==> config.mk <==
export PLATFORM = sky130hd
export DESIGN_NAME = kts_div
export DESIGN_NICKNAME = d
export VERILOG_FILES = /design/src/kts_div.sv
export SDC_FILE = /design/constraint.sdc
export NUM_CORES = 1
export LEC_CHECK = 0
export BUFFER_PORTS_ARGS = -buffer_cell sky130_fd_sc_hd__buf_2
export CORE_MARGIN = 4
export CORE_UTILIZATION = 60
export DETAILED_ROUTE_END_ITERATION = 8
export GPL_TIMING_DRIVEN = 0
export PLACE_DENSITY = 0.86
export SLEW_MARGIN = 20
export SYNTH_ARGS = -nofsm -noshare
export SYNTH_HDL_FRONTEND = slang
export SYNTH_SLANG_ARGS = --single-unit
==> constraint.sdc <==
create_clock -name clk_i -period 29 [get_ports clk_i]
set_input_delay 2.9 -clock clk_i [delete_from_list [all_inputs] [get_ports clk_i]]
set_output_delay 2.9 -clock clk_i [all_outputs]
set_load 0.01 [all_outputs]
==> src/kts_div.sv <==
// Pipelined restoring divider, eight quotient bits per register stage.
// Depends on nothing; each stage has its own valid bit and ready term.
module kts_div #(
  parameter int unsigned DW = 24,
  parameter int unsigned VW = 13,
  parameter int unsigned PW = 8
) (
  input  logic          clk_i,
  input  logic          rst_ni,
  input  logic          in_valid_i,
  output logic          in_ready_o,
  input  logic [DW-1:0] dividend_i,
  input  logic [VW-1:0] divisor_i,
  input  logic [PW-1:0] payload_i,
  output logic          out_valid_o,
  input  logic          out_ready_i,
  output logic [DW-1:0] quotient_o,
  output logic [VW-1:0] remainder_o,
  output logic [PW-1:0] payload_o
);

  localparam int unsigned Steps = 8;
  localparam int unsigned NumStages = (DW + Steps - 1) / Steps;

  logic [NumStages-1:0]         valid_q;
  logic [NumStages-1:0][DW-1:0] acc_q, acc_d;
  logic [NumStages-1:0][VW-1:0] rem_q, rem_d;
  logic [NumStages-1:0][VW-1:0] dvs_q, dvs_d;
  logic [NumStages-1:0][PW-1:0] pay_q, pay_d;
  logic [NumStages-1:0]         vin;
  logic [NumStages:0]           rdy;

  // One restoring step: shift in the next dividend bit, subtract if it fits.
  function automatic logic [DW+VW-1:0] div_step(input logic [DW+VW-1:0] ar,
                                                input logic [VW-1:0] d);
    logic [VW:0]   tr;
    logic [VW-1:0] rn;
    logic          qb;
    tr = {ar[VW-1:0], ar[DW+VW-1]};
    if (tr >= {1'b0, d}) begin
      rn = VW'(tr - {1'b0, d});
      qb = 1'b1;
    end else begin
      rn = tr[VW-1:0];
      qb = 1'b0;
    end
    return {ar[DW+VW-2:VW], qb, rn};
  endfunction

  // Stage advance and the steps each stage performs.
  always_comb begin
    logic [DW+VW-1:0] ar;
    logic [VW-1:0]    d;
    rdy[NumStages] = out_ready_i;
    for (int s = NumStages - 1; s >= 0; s--) begin
      rdy[s] = !valid_q[s] || rdy[s+1];
    end
    vin[0]   = in_valid_i;
    acc_d[0] = dividend_i;
    rem_d[0] = '0;
    dvs_d[0] = divisor_i;
    pay_d[0] = payload_i;
    for (int s = 1; s < NumStages; s++) begin
      vin[s]   = valid_q[s-1];
      acc_d[s] = acc_q[s-1];
      rem_d[s] = rem_q[s-1];
      dvs_d[s] = dvs_q[s-1];
      pay_d[s] = pay_q[s-1];
    end
    for (int s = 0; s < NumStages; s++) begin
      ar = {acc_d[s], rem_d[s]};
      d  = dvs_d[s];
      for (int t = 0; t < Steps; t++) begin
        if (s * Steps + t < DW) begin
          ar = div_step(ar, d);
        end
      end
      acc_d[s] = ar[DW+VW-1:VW];
      rem_d[s] = ar[VW-1:0];
    end
  end

  // Valid bits.
  always_ff @(posedge clk_i or negedge rst_ni) begin
    if (!rst_ni) begin
      valid_q <= '0;
    end else begin
      for (int s = 0; s < NumStages; s++) begin
        if (rdy[s]) begin
          valid_q[s] <= vin[s];
        end
      end
    end
  end

  // Stage data.
  always_ff @(posedge clk_i) begin
    for (int s = 0; s < NumStages; s++) begin
      if (rdy[s]) begin
        acc_q[s] <= acc_d[s];
        rem_q[s] <= rem_d[s];
        dvs_q[s] <= dvs_d[s];
        pay_q[s] <= pay_d[s];
      end
    end
  end

  assign in_ready_o  = rdy[0];
  assign out_valid_o = valid_q[NumStages-1];
  assign quotient_o  = acc_q[NumStages-1];
  assign remainder_o = rem_q[NumStages-1];
  assign payload_o   = pay_q[NumStages-1];

endmodule

==> results of run 1 <==
final timing paths:
path / endpoint / slack (ps) / cells past startpoint
max in group asynchronous: valid_q[2] / 26660 / 1
max reg2reg: remainder_o[6] / 2820 / 99
min in group asynchronous: valid_q[1] / 2230 / 1
min: quotient_o[9] / 420 / 0
min reg2reg: quotient_o[9] / 420 / 0
max: remainder_o[6] / 2820 / 99
metal layers:
metal / wire length [microns] / up-vias
li1: - / 10000
met1: 27200 / 9852
met2: 30200 / 819
met3: 3650 / 193
met4: 3030 / 0
met5: 0 / -
final cells by class:
cell class	instances	share of cell area, %
Tap cell	511	2.58
Clock buffer	18	1.77
Sequential cell	164	19.8
Clock inverter	14	0.738
Buffer	78	1.98
Inverter	202	3.07
Timing Repair Buffer	105	2.46
Multi-Input combinational cell	2187	67.6
sequential cells by signal, indices dropped and copies added, names as in the netlist:
register and count:
quotient_o 24, payload_o 8, valid_q 3, pay_d 16, rem_q 26, acc_q 16
dvs_d 26, acc_d 32, remainder_o 13
cell usage in the layout (no fill, tap or decap), drive strengths merged, types with 15 or more instances in the layout:
cell type / n
and3: 16
xor2: 76
o21ai: 182
nand4: 47
xnor2: 125
a211oi: 26
a21boi: 18
mux2i: 63
nor2: 163
nand2: 170
nor3: 48
buf: 168
o21bai: 21
nor2b: 68
or3: 21
o31ai: 18
mux2: 124
nand3: 52
nor4: 17
edfxtp: 161
inv: 211
a21o: 91
nand2b: 54
o21a: 55
ha: 301
fa: 23
o221ai: 25
o211ai: 15
clkbuf: 33
a21oi: 190
cell families after synthesis:
kind of cell / synth area share, %
AOI/OAI and AO/OA: 22.2
and+or+nand+nor: 15.7
adders and majority gates: 18.5
buffers and inverters: 5.46
xor gates and xnor gates: 7.69
muxes: 9.11
DFF: 21.5
stage by stage:
stage / setup slack (ps) / cell area, sq um / instances / util [%]
2_1_floorplan: 8020 / 22900 / 2631 / -
3_3_place_gp: 3930 / 24000 / 3237 / 63.7
3_5_place_dp: 3340 / 24100 / 3247 / 64.1
4_1_cts: 3260 / 24800 / 3279 / 65.7
5_1_grt: 865 / 24800 / 3279 / 65.7
6_report: 2820 / 24800 / 3279 / 65.7
==> impl_results.md, run 1 <==
* CP endpoint kind: register
* Die width at approximately 200 microns
* EDFF count, synth at roughly 160
* Htree depth at 4
* Met2 usage at between 50% and 60%
* Worst setup path class: reg -> reg
* Std cell rows at a little over 70
* CP delay by family, top: compound AO/OA/AOI/OAI gates
* Vias in the first global route at a little over 20k
* CTS resizes at 0
* Buf+Inv Stages, Crit Path at 18
* Max Cap Viol at 0
* Starting DRT DRC Count at ~1.8k
* Register Area at roughly 0.005 sq mm
* CTS sink cnt at 164
* Clock buffer depth at 2
* Clock skew at approximately 17 ps
* Initial core utilization at about three fifths
* Postcts setup bufs at 0
* Critical Path AT at between 20000 and 30000 ps
* Relative slew slack at 23.2%
* Slowest CP cell: nor4_1
* Crit path from: dvs_d[27]
* First-pass DRT Iterations at 6
* Final hold vios at 0
* Final min period at roughly 26000 ps
* Worst path max stage delay at around 770 ps
* Ant diodes at 0
* Most used flip-flop cell after synthesis: edfxtp_1
* Sum Neg Setup Slack at 0 ps
* Final Cycle Share at around 90%
* Synth warnings at 0
* First-pass GRT wire length at a little over 100000 microns
* I/O Buffers at between 90 and 100
* Post-synth top area share at 21.1%
* Outcome: finished, final reports clean
* Mean post-synth cell area at between 8 and 9 sq um
* Post-CTS Hold Buffers at 0
* DRC errors left at 0
* Die Ht at just over 200 microns
* Met1 GRT Util at a little under two fifths
* Core box area at around 0.038 sq mm
* WL final at roughly 64000 microns
* # setup viols final at 0
* Mapped Area at 0.0229 sq mm
* Remaining antenna violation count after routing at 0
* Initial antenna violation count at 0
* CTS tree: done
* Seq/Total Area, Yosys at between 20% and 30%
* Register bit total from synthesis at around 160
* RD Place Congestion at 1.00
* Via count at 20.9k
* Multi-input combinational cell area at between 0.015 and 0.02 sq mm
* Skew-Pair Late Insertion Delay at 460 ps
* Worst-path fanout max at 10
* Crit path required time at slightly below 30000 ps
* Top cells by area, synth: edfxtp_1, ha_1, mux2_2
* Worst-path clk slew at ~70 ps
* CTS Buf Count at 17
* FFs w/ async S/R, synth at ~1.8%
* DR WL/cell at around 20 microns
* M3 GR Usage at about 3.1%
* Syn nets at 3004
* Fillers at approximately 3.2k
* Clk root buf: clkbuf_16
* Post-DP HPWL at about 51000 microns
* Most frequent cell after synthesis: ha_1
* Post-Synthesis Cells at roughly 2.6k
* DR vias/cell at ~6.4
* Worst hold start: acc_d[57]
* Max Freq at ~38 MHz
* Worst path most repeated cell: a21oi_1
* Largest net degree at the start of global routing at 35
* Most instantiated cells after synthesis: ha_1, inv_1, a21oi_1, o21ai_0, nand2_1
* Hold crit path type: reg -> reg
* Share of cells above drive strength 1 at approximately an eighth
* Grt total ovfl at 0
* Synthesis-to-finish area growth at 8.20%
* Setup crit start kind: register
* Fin Hold WS at about 420 ps
* Total Nets Final at 3128
* Count of pins over their slew limit at 0
* Top cell type by total area after synthesis: edfxtp_1
* Netlist cell types at 89
* Worst slew pin tran at about 1100 ps
* Die Area at approximately 0.041 sq mm
* RSZ-0062 raised after global routing: false
* Number of I/O pins at between 90 and 100
* Busiest grt layer: met2
* RR Startpoint: dvs_d[27]
* Total GRT Usage at between 20 and 30%
Power of run 1 is left out: the tool's default activity adds up to more than one toggle a clock period on the data nets, which glitch-free logic cannot reach.
==> run 2: changes to the inputs <==
--- a/config.mk
+++ b/config.mk
@@ -10,7 +10,7 @@
 export CORE_UTILIZATION = 60
 export DETAILED_ROUTE_END_ITERATION = 8
 export GPL_TIMING_DRIVEN = 0
-export PLACE_DENSITY = 0.86
+export PLACE_DENSITY = 0.78
 export SLEW_MARGIN = 20
 export SYNTH_ARGS = -nofsm -noshare
 export SYNTH_HDL_FRONTEND = slang
==> run 2 against run 1 <==
Worst hold slack lost 6.3 ps. Via count decreased by 0.70%. Global-route usage down 0.23 points. Critical path depth is 2 lower. Flip-flop and latch count is the same. Sequential share of layout area about the same. Register-to-register slack worse by 80 ps. Final cell count hardly changed. Wire length shrank 1.3%. Utilization increased by 0.067 points. Clock skew down 2.0 ps. Largest cell class unchanged. Highest routed layer is now met5.
==> impl_results.md, run 2 (synthesis results as in run 1) <==
* Relative slew slack at 36.0% (was 23.2%)
* Clock skew at 15.0 ps (was 17.0 ps)
* Vias in the first global route at 20.1k (was 20.2k)
* Worst slew pin tran at 958 ps (was 1140 ps)
* CTS tree: done (unchanged)
* Register-to-Register Path Depth at 97 (was 99)
* Met1 wire length at 27200 microns (about the same)
* Worst flop-to-flop path endpoint: remainder_o[2] (was remainder_o[6])
* Via count at 20.7k (was 20.9k)
* Final hold vios at 0 (unchanged)
* WHS Endpoint: quotient_o[16] (was quotient_o[9])
* Count of pins over their slew limit at 0 (unchanged)
* DRC errors left at 0 (unchanged)
* CTS sink cnt at 164 (unchanged)
* Remaining antenna violation count after routing at 0 (unchanged)
* Worst path max stage delay at 690 ps (was 770 ps)
* Setup WS post-layout at 2730 ps (was 2820 ps)
* Critical Path AT at 26530 ps (was 26330 ps)
* Postcts setup bufs at 0 (unchanged)
* Clock buffer depth at 2 (unchanged)
* Crit path required time at 29270 ps (was 29150 ps)
* Met2 wire length at 30600 microns (was 30200 microns)
* Final core occ at 65.8% (was 65.7%)
* Initial core utilization at 60.8% (unchanged)
* RR Startpoint: dvs_d[27] (unchanged)
* Synthesis-to-finish area growth at 8.31% (was 8.20%)
* Largest net degree at the start of global routing at 43 (was 35)
* Fin cells at 3280 (was 3279)
* Share of cells above drive strength 1 at 13.0% (about the same)
* Hold Path Depth at 0 (unchanged)
* Number of flip-flops in the largest register at 32 (unchanged)
* First-pass DRT Iterations at 8 (was 6)
* Worst setup path class: reg -> reg (unchanged)
* WL final at 63200 microns (was 64100 microns)
* RSZ-0062 raised after global routing: false (unchanged)
* Pre-CTS setup slack at 3320 ps (was 3340 ps)
* Htree depth at 4 (unchanged)
* Worst-path fanout max at 10 (unchanged)
* Slowest CP cell: nor4_1 (unchanged)
* Initial antenna violation count at 1 (was 0)
* Die Ht at 203 microns (unchanged)
* Final Cycle Share at 90.6% (was 90.3%)
* Post-CTS Hold Buffers at 0 (unchanged)
* CTS resizes at 0 (unchanged)
* Max Freq at 38.1 MHz (was 38.2 MHz)
* Core box area at 0.0377 sq mm (unchanged)
* Hold crit path type: reg -> reg (unchanged)
* Starting DRT DRC Count at 1657 (was 1776)
* Die width at 203 microns (unchanged)
* Number of I/O pins at 96 (unchanged)
* DR vias/cell at 6.32 (was 6.37)
* Most frequent cells in the layout: ha_1, inv_1, a21oi_1 (unchanged)
* Post-DP HPWL at 50100 microns (was 50500 microns)
* Total GRT Usage at 29.6% (was 29.9%)
* Max Cap Viol at 0 (unchanged)
* Final min period at 26270 ps (was 26180 ps)
* Most common cell after layout, fill and taps aside: ha_1 (unchanged)
* DR WL/cell at 19.3 microns (was 19.5 microns)
* Total Nets Final at 3128 (unchanged)
* Top Metal Used: met5 (was met4)
* Placed instance count at 3247 (unchanged)
* # setup viols final at 0 (unchanged)
* CP endpoint kind: register (unchanged)
* Sum Neg Setup Slack at 0 ps (unchanged)
* Worst path most repeated cell: a21oi_1 (unchanged)
* Setup crit start kind: register (unchanged)
* Worst hold start: acc_d[64] (was acc_d[57])
* I/O Buffers at 95 (unchanged)
* RD Place Congestion at 0.970 (was 1.00)
* CTS Buf Count at 17 (unchanged)
* Outcome: finished, final reports clean (unchanged)
* Grt total ovfl at 0 (unchanged)
* Std cell rows at 71 (unchanged)
* First-pass GRT wire length at 100000 microns (was 101000 microns)
* Die Area at 0.0413 sq mm (unchanged)
* R2R setup slack at 2730 ps (was 2820 ps)
* Worst-path clk slew at 90 ps (was 70 ps)
* Skew-Pair Late Insertion Delay at 470 ps (was 460 ps)
* Clk root buf: clkbuf_16 (unchanged)
* Routed length on met3 at 3390 microns (was 3650 microns)
-- run 2: how the worst max path moves through the flow --
stage | startpoint | to | cells after the start
6_report | dvs_d[27] | remainder_o[2] | 97
2_1_floorplan | divisor_i[2] | rem_q[10] | 89
4_1_cts | dvs_d[27] | remainder_o[2] | 97
3_3_place_gp | dvs_d[27] | remainder_o[2] | 96
5_1_grt | dvs_d[27] | remainder_o[2] | 98
3_5_place_dp | dvs_d[27] | remainder_o[2] | 96
-- run 2: area by class of cell --
cell class | instances | area, sq um
Multi-Input combinational cell | 2187 | 16700
Sequential cell | 164 | 4910
Antenna cell | 1 | 2.50
Fill cell | 3210 | 12900
Tap cell | 511 | 639
Clock inverter | 15 | 215
Timing Repair Buffer | 105 | 612
Clock buffer | 17 | 425
Inverter | 202 | 761
Buffer | 78 | 489
-- run 2: per-layer routing --
layer / vias up / GRT usage [%]
li1: 10000 / -
met1: 9905 / 38.3
met2: 685 / 51.5
met3: 136 / 3.21
met4: 2 / 10.9
met5: - / 0
-- run 2: metrics by stage --
step,area (sq um),hold slack (ps)
after floorplan,22900,400
after global placement,24000,400
after detailed placement,24100,405
after CTS,24800,418
after global routing,24800,428
final,24800,414
-- run 2: worst max-delay path: cells and delay by family (launching register included) --
kind / cells / cell delay [ps]
multiplexers: 4 / 1440
adder cells (fa/ha/maj): 8 / 3240
AND/OR/NAND/NOR: 17 / 3350
AO/OA/AOI/OAI: 51 / 12620
flip-flops: 1 / 680
buffers and inverters: 17 / 4640
Power of run 2 is left out for the same reason.
